**src/hdl/xkb_pkg.sv**
```systemverilog
// Shared types, constants and the base64 alphabet for the XOR key base64 encoder.
package xkb_pkg;

  localparam int KEY_BYTES_DEF = 16;
  localparam int KEY_W         = 64;
  localparam int POS_W         = 4;
  localparam int CHAR_W        = 7;
  localparam int CHARS_MAX     = 4;
  localparam int CFG_IDX_W     = 2;
  localparam int QUEUE_DEPTH   = 2;

  localparam logic [CHAR_W-1:0] PAD_CHAR = 7'd61;

  typedef enum logic [CFG_IDX_W-1:0] {
    REG_KEY_FIRST  = 2'd0,
    REG_KEY_SECOND = 2'd1
  } cfg_reg_e;

  typedef enum logic [1:0] {
    PHASE_FIRST  = 2'd0,
    PHASE_SECOND = 2'd1,
    PHASE_THIRD  = 2'd2
  } phase_e;

  // One queued job: the characters caused by one input word
  typedef struct packed {
    logic [CHARS_MAX-1:0][CHAR_W-1:0] codes;
    logic [1:0]                        last_idx;
    logic                              last;
  } job_t;

  typedef struct packed {
    logic full;
    logic empty;
  } q_status_t;

  // Map a 6-bit value to its base64 ASCII code
  function automatic logic [CHAR_W-1:0] sextet_char(input logic [5:0] v);
    logic [CHAR_W-1:0] c;
    if (v < 6'd26) begin
      c = 7'd65 + {1'b0, v};
    end else if (v < 6'd52) begin
      c = 7'd71 + {1'b0, v};
    end else if (v < 6'd62) begin
      c = {1'b0, v} - 7'd4;
    end else if (v == 6'd62) begin
      c = 7'd43;
    end else begin
      c = 7'd47;
    end
    return c;
  endfunction

endpackage

```
**src/hdl/xkb_front.sv**
```systemverilog
// Front end: key registers, XOR with the cycled key and base64 job building.
module xkb_front import xkb_pkg::*; #(
  parameter int KeyBytes = KEY_BYTES_DEF
) (
  input  logic                 clk_i,
  input  logic                 rst_ni,
  input  logic                 cfg_valid_i,
  input  logic [CFG_IDX_W-1:0] cfg_index_i,
  input  logic [KEY_W-1:0]     cfg_data_i,
  input  logic                 in_valid_i,
  input  logic [7:0]           data_byte_i,
  input  logic                 last_byte_i,
  input  logic                 q_full_i,
  output logic                 push_o,
  output job_t                 job_o
);

  logic [KEY_W-1:0] key_first_q, key_second_q;
  logic [POS_W-1:0] pos_q, pos_d, pos_use;
  logic [1:0]       phase_q, phase_d;
  logic [7:0]       held_q;
  logic [7:0]       key_byte, b;
  logic [2*KEY_W-1:0] key_all;

  assign push_o  = in_valid_i && !q_full_i;
  assign key_all = {key_second_q, key_first_q};

  // Pick the key byte, wrapping a stale position to zero
  always_comb begin
    pos_use  = ({1'b0, pos_q} >= (POS_W+1)'(KeyBytes)) ? '0 : pos_q;
    key_byte = key_all[{pos_use, 3'b000} +: 8];
    b        = data_byte_i ^ key_byte;
  end

  // Build the characters for this word
  always_comb begin
    job_o          = '0;
    job_o.last     = last_byte_i;
    phase_d        = PHASE_SECOND;
    case (phase_q)
      PHASE_SECOND: begin
        job_o.codes[0] = sextet_char({held_q[1:0], b[7:4]});
        if (last_byte_i) begin
          job_o.codes[1] = sextet_char({b[3:0], 2'b00});
          job_o.codes[2] = PAD_CHAR;
          job_o.last_idx = 2'd2;
        end
        phase_d = PHASE_THIRD;
      end
      PHASE_THIRD: begin
        job_o.codes[0] = sextet_char({held_q[3:0], b[7:6]});
        job_o.codes[1] = sextet_char(b[5:0]);
        job_o.last_idx = 2'd1;
        phase_d        = PHASE_FIRST;
      end
      default: begin
        job_o.codes[0] = sextet_char(b[7:2]);
        if (last_byte_i) begin
          job_o.codes[1] = sextet_char({b[1:0], 4'b0000});
          job_o.codes[2] = PAD_CHAR;
          job_o.codes[3] = PAD_CHAR;
          job_o.last_idx = 2'd3;
        end
      end
    endcase
    pos_d = ({1'b0, pos_use} == (POS_W+1)'(KeyBytes - 1)) ? '0 : pos_use + 1'b1;
    if (last_byte_i) begin
      pos_d   = '0;
      phase_d = PHASE_FIRST;
    end
  end

  // Hold key registers and group state
  always_ff @(posedge clk_i or negedge rst_ni) begin
    if (!rst_ni) begin
      key_first_q  <= '0;
      key_second_q <= '0;
      pos_q        <= '0;
      phase_q      <= PHASE_FIRST;
      held_q       <= '0;
    end else begin
      if (cfg_valid_i) begin
        case (cfg_index_i)
          REG_KEY_FIRST:  key_first_q  <= cfg_data_i;
          REG_KEY_SECOND: key_second_q <= cfg_data_i;
          default: ;
        endcase
      end
      if (push_o) begin
        pos_q   <= pos_d;
        phase_q <= phase_d;
        held_q  <= b;
      end
    end
  end

endmodule

```
**src/hdl/xkb_queue.sv**
```systemverilog
// Short job queue between the front and back ends.
module xkb_queue import xkb_pkg::*; (
  input  logic      clk_i,
  input  logic      rst_ni,
  input  logic      push_i,
  input  job_t      job_i,
  input  logic      pop_i,
  output job_t      head_o,
  output q_status_t status_o
);

  localparam int PtrW = $clog2(QUEUE_DEPTH);

  job_t            entries_q [QUEUE_DEPTH];
  logic [PtrW-1:0] wr_ptr_q, rd_ptr_q;
  logic [PtrW:0]   count_q;

  assign status_o.full  = (count_q == (PtrW+1)'(QUEUE_DEPTH));
  assign status_o.empty = (count_q == '0);
  assign head_o         = entries_q[rd_ptr_q];

  // Store entries
  always_ff @(posedge clk_i) begin
    if (push_i) begin
      entries_q[wr_ptr_q] <= job_i;
    end
  end

  // Advance pointers and fill count
  always_ff @(posedge clk_i or negedge rst_ni) begin
    if (!rst_ni) begin
      wr_ptr_q <= '0;
      rd_ptr_q <= '0;
      count_q  <= '0;
    end else begin
      if (push_i) begin
        wr_ptr_q <= (wr_ptr_q == PtrW'(QUEUE_DEPTH - 1)) ? '0 : wr_ptr_q + 1'b1;
      end
      if (pop_i) begin
        rd_ptr_q <= (rd_ptr_q == PtrW'(QUEUE_DEPTH - 1)) ? '0 : rd_ptr_q + 1'b1;
      end
      case ({push_i, pop_i})
        2'b10:   count_q <= count_q + 1'b1;
        2'b01:   count_q <= count_q - 1'b1;
        default: ;
      endcase
    end
  end

endmodule

```
**src/hdl/xkb_back.sv**
```systemverilog
// Back end: emits the queued characters one word per cycle through an output register, while out_stall_i is low.
module xkb_back import xkb_pkg::*; (
  input  logic              clk_i,
  input  logic              rst_ni,
  input  job_t              head_i,
  input  q_status_t         status_i,
  output logic              pop_o,
  input  logic              out_stall_i,
  output logic              out_valid_o,
  output logic [CHAR_W-1:0] char_code_o,
  output logic              last_char_o
);

  logic              out_valid_q;
  logic [CHAR_W-1:0] char_q;
  logic              last_q;
  logic [1:0]        idx_q;
  logic              advance, emit, at_end;

  assign advance = !out_valid_q || !out_stall_i;
  assign emit    = advance && !status_i.empty;
  assign at_end  = (idx_q == head_i.last_idx);
  assign pop_o   = emit && at_end;

  // Load the output register and step through the job
  always_ff @(posedge clk_i or negedge rst_ni) begin
    if (!rst_ni) begin
      out_valid_q <= 1'b0;
      idx_q       <= '0;
    end else if (advance) begin
      out_valid_q <= emit;
      if (emit) begin
        idx_q <= at_end ? '0 : idx_q + 1'b1;
      end
    end
  end

  // Output payload
  always_ff @(posedge clk_i) begin
    if (emit) begin
      char_q <= head_i.codes[idx_q];
      last_q <= head_i.last && at_end;
    end
  end

  assign out_valid_o = out_valid_q;
  assign char_code_o = char_q;
  assign last_char_o = last_q;

endmodule

```
**src/hdl/xor_key_base64_encoder.sv**
```systemverilog
// Top level of the repeating-key XOR base64 encoder.
// An accepted word is queued as a job; its first character then enters the output register.
// Throughput: one character per cycle from the back end while out_stall_i is low;
// a group of three input words gives four characters.
// The front end takes a word every cycle while the two-entry job queue has room.
// Reset (rst_ni low, asynchronous) clears the key, key position, group phase and queue.
module xor_key_base64_encoder import xkb_pkg::*; #(
  parameter int KeyBytes = KEY_BYTES_DEF
) (
  input  logic                 clk_i,
  input  logic                 rst_ni,
  input  logic                 cfg_valid_i,
  output logic                 cfg_ready_o,
  input  logic [CFG_IDX_W-1:0] cfg_index_i,
  input  logic [KEY_W-1:0]     cfg_data_i,
  input  logic                 in_valid_i,
  output logic                 in_stall_o,
  input  logic [7:0]           data_byte_i,
  input  logic                 last_byte_i,
  output logic                 out_valid_o,
  input  logic                 out_stall_i,
  output logic [CHAR_W-1:0]    char_code_o,
  output logic                 last_char_o
);

  job_t      job, head;
  q_status_t q_status;
  logic      push, pop;

  assign cfg_ready_o = 1'b1;
  assign in_stall_o  = q_status.full;

  xkb_front #(.KeyBytes(KeyBytes)) u_front (
    .clk_i       (clk_i),
    .rst_ni      (rst_ni),
    .cfg_valid_i (cfg_valid_i),
    .cfg_index_i (cfg_index_i),
    .cfg_data_i  (cfg_data_i),
    .in_valid_i  (in_valid_i),
    .data_byte_i (data_byte_i),
    .last_byte_i (last_byte_i),
    .q_full_i    (q_status.full),
    .push_o      (push),
    .job_o       (job)
  );

  xkb_queue u_queue (
    .clk_i    (clk_i),
    .rst_ni   (rst_ni),
    .push_i   (push),
    .job_i    (job),
    .pop_i    (pop),
    .head_o   (head),
    .status_o (q_status)
  );

  xkb_back u_back (
    .clk_i       (clk_i),
    .rst_ni      (rst_ni),
    .head_i      (head),
    .status_i    (q_status),
    .pop_o       (pop),
    .out_stall_i (out_stall_i),
    .out_valid_o (out_valid_o),
    .char_code_o (char_code_o),
    .last_char_o (last_char_o)
  );

`ifndef SYNTHESIS
  a_queue_status: assert property (@(posedge clk_i) disable iff (!rst_ni)
    !(q_status.full && q_status.empty))
    else $error("queue reports full and empty at once");

  a_pop_nonempty: assert property (@(posedge clk_i) disable iff (!rst_ni)
    pop |-> !q_status.empty)
    else $error("job popped from an empty queue");

  a_out_from_queue: assert property (@(posedge clk_i) disable iff (!rst_ni)
    $rose(out_valid_o) |-> $past(!q_status.empty))
    else $error("output word appeared without a queued job");
`endif

endmodule

```
**config.mk**
```make
export PLATFORM = sky130hd
export DESIGN_NAME = xor_key_base64_encoder
export DESIGN_NICKNAME = d
export VERILOG_FILES = /design/src/hdl/xkb_pkg.sv /design/src/hdl/xkb_front.sv /design/src/hdl/xkb_queue.sv /design/src/hdl/xkb_back.sv /design/src/hdl/xor_key_base64_encoder.sv
export SDC_FILE = /design/constraint.sdc
export NUM_CORES = 1
export LEC_CHECK = 0
export ABC_AREA = 1
export BUFFER_PORTS_ARGS = -buffer_cell sky130_fd_sc_hd__buf_4
export CORE_ASPECT_RATIO = 1.1
export CORE_MARGIN = 2
export CORE_UTILIZATION = 45
export DETAILED_ROUTE_END_ITERATION = 16
export GPL_TIMING_DRIVEN = 0
export PLACE_DENSITY = 0.62
export REMOVE_ABC_BUFFERS = 1
export SYNTH_ARGS = -nofsm -noshare
export SYNTH_HDL_FRONTEND = slang
export SYNTH_SLANG_ARGS = --single-unit
```
**constraint.sdc**
```tcl
create_clock -name clk_i -period 3.7 [get_ports clk_i]
set_clock_uncertainty 0.05 [all_clocks]
set_input_delay 0.37 -clock clk_i [delete_from_list [all_inputs] [get_ports clk_i]]
set_output_delay 0.37 -clock clk_i [all_outputs]
set_load 0.05 [all_outputs]
```
# Word-level counts from Yosys, hierarchy flattened
# Memory sizes are Yosys's and may differ from the RTL's.
# Cells that the tools add are included.
# op_classes
n_lt_le_gt_ge,19
n_mux,41
add_sub_neg,24
eq_ne,12
bitwise_logic,1
shifts,1
n_reduce_logical,16
# op_table
cell,count
two-way mux 7 bit,19
indexed part select 128 x 8 -> 8 bit,1
"adder 7 x 6 -> 7 bit, first input constant",12
"< comparator 6 bit, second input constant",12
"subtractor 6 x 3 -> 7 bit, second input constant",6
"< comparator 6 x 5 -> 1 bit, second input constant",6
one-hot mux 16 bit (2 select lines),1
"== test 6 bit, second input constant",4
two-way mux 20 bit,1
binary-select mux 7 bit (select 2 bit),1
one-hot mux 7 bit (2 select lines),1
two-way mux 13 bit,1
two-way mux 3 bit,4
two-way mux 2 bit,4
two-way mux 4 bit,2
one-hot mux 2 bit (2 select lines),2
bitwise XOR 8 bit,1
"== test 2 x 1 -> 1 bit, second input constant",3
"== test 2 bit, second input constant",3
two-way mux 6 bit,1
AND reduction 2 bit,3
"adder 2 x 1 -> 2 bit, second input constant",2
"adder 4 x 1 -> 4 bit, second input constant",1
"== test 4 bit, second input constant",1
other kinds (11),22
# word_totals
register_bits,153
wordCells,127
ramBits,60
mem_count,1
# memory_table
name,words,word_bits,rd,rd_ports_with_merged_regs,write_ports,line_no,source
u_queue.entries_q,2,30,1,0,1,xkb_queue.sv:14,job_t entries_q [QUEUE_DEPTH];

# Longest topological paths before layout
# depth
ltp_word,8
depth_mapped,28
mapped_depth_nobuf,26

# Hierarchy
# A second synthesis with hierarchy kept.
# hier_totals
hier_cells,1577
area_unflattened_um2,12470.7
# modules_own_cells
module,area_each_um2,cells_each,n_inst,seq_area_each_um2
xkb_front,9166.3,1312,1,3453.3
xkb_queue,2646.3,186,1,1961.9
xkb_back,646.9,77,1,315.3
xor_key_base64_encoder,11.3,2,1,0.0

# Least setup slack after synthesis
# OpenSTA, ideal clock, no wires.
# synth_path
kind,flip-flop to flip-flop
startpoint,reg u_front.pos_q[0]
endpoint,mem u_queue.entries_q[0][14] (netlist name) (data pin)
period_less_slack_ns,3.097
n_path_buf,3
setup_ns,0.256
setup_slack_ns,0.603
t_required_ns,3.394
t_arrival_ns,2.791
path_stages_with_launch,26
path_cell_list,dfrtp_1 -> buf_6 -> buf_6 -> buf_6 -> o211ai_1 -> nand3_1 -> nand3_1 -> nand2_1 -> nand2_1 -> nand2_2 -> inv_4 -> ha_1 -> inv_1 -> nor2_1 -> nand3_1 -> nand2_1 -> inv_1 -> ha_1 -> inv_1 -> nand2_1 -> xnor2_1 -> nand2_1 -> nand2_1 -> nand2_1 -> nand2_1 -> nand2_1
# synth_lines
item,line_no,source
start: declaration,xkb_front.sv:19,"logic [POS_W-1:0] pos_q, pos_d, pos_use;"
start signal: assignment,xkb_front.sv:90,pos_q <= pos_d;
end: declaration,xkb_queue.sv:14,

==> summary.md <==
| Metric | Value |
|---|---|
| Outcome | `complete, no violations` |
| # nets final | `1597` |
| Setup violations, final | `0` |
| Pins Over Slew Limit | `0` |
| Yosys warns | `0` |
| Aggregate global-route resource usage | `21.2%` |
| Crit path required time | `3.82 ns` |
| Lkg Pwr | `0.00621 uW` |
| Setup slack, reg-to-reg | `0.30 ns` |
| Seq cells post-synth | `189` |
| Clock power frac | `18.1%` |
| CTS Buffer Depth | `2` |
| Post-DRT Antenna Nets | `0` |
| Layout cell share with drive strength beyond 1 | `13.2%` |
| Fin crit share | `92.0%` |
| Final wirelength | `26400 um` |
| CP max FO | `40` |
| CP delay by family, top | `simple AND/OR/NAND/NOR gates` |
| # diodes | `0` |
| Slew HR | `41.1%` |
| CTS H-tree depth | `4` |
| Vias/cell | `5.15` |
| Post-synth EDFFs | `44` |
| Max_cap viols | `0` |
| Net Sw Frac | `47.1%` |
| CP Launch Type | `register` |
| Min Clock Period, post-route | `3.40 ns` |
| CTS tree | `built` |
| Total core area | `0.0237 mm2` |
| Mapped Avg Cell Area | `7.60 um2` |
| Worst Setup End Kind | `register` |
| Synthesized cell area | `0.0109 mm2` |
| Pwr Density | `843 mW/mm2` |
| Die area | `0.0254 mm2` |
| Largest net degree at the start of global routing | `103` |
| Via count | `9312` |
| Clock-pin transition on the worst setup and hold timing paths | `0.08 ns` |
| DR WL/cell | `14.6 um` |
| IO Port Bufs | `89` |
| Tightest Hold Check Type | `input port to register` |
| Clk Latency, worst-skew pair | `0.45 ns` |
| Peak Freq | `294 MHz` |
| Ys flop type | `dfrtp_1` |
| Total power | `10600 uW` |
| Flop pwr share | `30.8%` |
| Num ports | `91` |
| Arr. time, crit path | `3.53 ns` |
| DP Area | `0.0117 mm2` |
| Most used cell, CP | `nand3_1` |
| First-pass GRT wire length | `43900 um` |
| Starting density of the core | `45.9%` |
| Largest area contributor in the netlist | `dfrtp_1` |
| Dpl cells | `1765` |
| FFs w/ async S/R, synth | `76.7%` |
| Die height | `167 um` |
| Post-synthesis instance total | `1432` |
| Vias in the first global route | `8897` |
| Initial antenna violation count | `0` |
| Slew at the pin closest to its max-slew limit | `0.883 ns` |
| Worst path cell trace | `buf_4 > buf_12 > nand2_1 > o211ai_1 > nand3_1 > nand3_2 > nand2_1 > nand2_1 > nand2_2 > ha_2 > inv_1 > nor2_2 > inv_1 > o21ai_0 > nand3_1 > nand3_1 > nand3_1` |
| CP Class | `register to register` |
| GR Overflow Total | `0` |
| CTS buffer count | `17` |
| Clock Tree Root | `clkbuf_16` |
| Die Wd | `152 um` |
| Cell area after layout | `0.0125 mm2` |
| Yosys cell types | `39` |
| Pre-antenna DRT Iters | `5` |
| Clk sinks | `189` |
| RePlAce Congestion | `0.908` |
| Crit path max-delay cell type | `dfrtp_4` |
| Final hold vios | `0` |
| Slowest Stage Delay on Critical Path | `0.57 ns` |
| Syn-to-layout area delta | `15.3%` |
| Synth top area share | `33.3%` |
| Drt drc | `0` |
| Switch Pwr | `4980 uW` |
| Int Power | `5590 uW` |
| Area contributors post-synth | `dfrtp_1, nand2_1, edfxtp_1, o21ai_0, inv_1` |
| Peak supply drop | `390 uV` |
| Buf+Inv Stages, Crit Path | `4` |
| Power share of the combinational group | `51.1%` |
| Standard-cell rows | `59` |
| Final cell count without fillers | `1807` |
| Min Hold Slack | `0.0912 ns` |
| Sequential area share after synthesis | `45.5%` |
| Post-DP HPWL | `17500 um` |
| Initial drt markers | `732` |
repair_timing:
action | 4_1_cts | 5_1_grt
endpoints found under the setup margin | 28 | 26
pin swaps | 0 | 2
endpoints found under the hold margin | 57 | 0
buffers inserted | 3 | 6
gates resized for setup | 17 | 11
hold buffers | 1 | 0
layer usage:
metal	vias up	part of all wire (%)	GRT usage (%)	routed length, um
li1	4710	-	-	-
met1	4361	46	28.0	12000
met2	214	49	36.3	13000
met3	27	3.8	3.25	1000
met4	0	1.6	6.30	420
met5	-	0	0	0
Yosys cell counts, types with 17 or more instances:
library cell and n:
nand2_1 419, inv_1 169, o21ai_0 166, dfrtp_1 145, nand3_1 124, nor2_1 86
edfxtp_1 44, a21oi_1 37, clkbuf_1 37, ha_1 28, o21ai_1 26, o211ai_1 22
xor2_1 17
power by group through the flow:
stage / Clock (uW) / Sequential [uW] / Combinational, uW
floorplan: 0 / 3380 / 3640
global placement: 0 / 3370 / 5030
detailed placement: 0 / 3380 / 5070
CTS: 1950 / 3270 / 5270
global route: 2040 / 3330 / 6100
finish: 1910 / 3260 / 5400
state kept, by name, indices dropped and copies added, names as in the netlist, 2 cells and up:
name,cells
u_front.key_first_q,64
u_front.key_second_q,64
u_queue.entries_q,36
u_back.char_code_o,7
u_front.held_q,4
u_front.pos_q,4
u_back.idx_q,2
u_front.phase_q,2
u_queue.count_q,2
final timing paths:
path | end | depth (start not counted) | from
max in group asynchronous | u_front.key_second_q[12] | 3 | rst_ni
setup reg to reg | u_queue.entries_q[0][9] | 17 | u_front.pos_q[0]
setup / recovery | u_queue.entries_q[0][9] | 17 | u_front.pos_q[0]
hold reg to reg | u_front.key_first_q[50] | 2 | u_front.key_first_q[50]
hold / removal | u_back.out_valid_o | 3 | out_stall_i
min in group asynchronous | u_queue.count_q[1] | 2 | rst_ni
per-stage QoR:
| stage | setup WS (ns) | util [%] | setup TNS (ns) |
|---|---|---|---|
| final | 0.296 | 52.9 | 0 |
| after global routing | -0.00150 | 52.9 | -0.00150 |
| after CTS | 0.0233 | 52.6 | 0 |
| after detailed placement | -1.08 | 49.5 | -21.51 |
| after global placement | -2.65 | 48.7 | -133.38 |
| after floorplan | -0.886 | - | -13.03 |
tightest hold or removal path, stage by stage:
cell     delay (ns)
buf_4          0.07
nand2_1        0.05
nand2_1        0.06
layout make-up:
| type | instances | area, um2 |
|---|---|---|
| timing repair buffer | 108 | 938 |
| fill | 2341 | 11100 |
| multi-input combinational | 988 | 4890 |
| inverter | 185 | 749 |
| clock buffer | 18 | 439 |
| sequential | 189 | 4960 |
| tap | 305 | 382 |
| clock inverter | 14 | 188 |
cells by family after synthesis:
| group | count (synthesis) | synth area share, % |
|---|---|---|
| compound gates | 262 | 13.0 |
| xor+xnor | 21 | 1.76 |
| fa+ha+maj | 28 | 3.22 |
| buf+inv | 255 | 10.0 |
| flops | 189 | 45.5 |
| mux | 1 | 0.0920 |
| other cells | 1 | 0.0345 |
| simple gates | 675 | 26.4 |
layout by cell type (no fill, tap or decap), types with 5 or more instances in the layout:
master / Yosys / layout
clkbuf_16: 0 / 17
xor2_1: 17 / 17
nand3_1: 124 / 124
nand3_2: 11 / 11
dfrtp_1: 145 / 141
nand2_2: 13 / 11
buf_4: 9 / 95
inv_1: 169 / 169
a21oi_1: 37 / 37
clkinv_8: 0 / 6
nand2_1: 419 / 418
o21ai_0: 166 / 165
nand2_4: 4 / 7
a221o_1: 5 / 5
edfxtp_1: 44 / 44
o21ai_1: 26 / 27
inv_2: 8 / 6
ha_1: 28 / 26
nand4_1: 6 / 6
buf_8: 0 / 6
o211ai_1: 22 / 22
nor2_1: 86 / 80
nor2_2: 2 / 6
No activity file was read; power rests on OpenSTA's default activity.
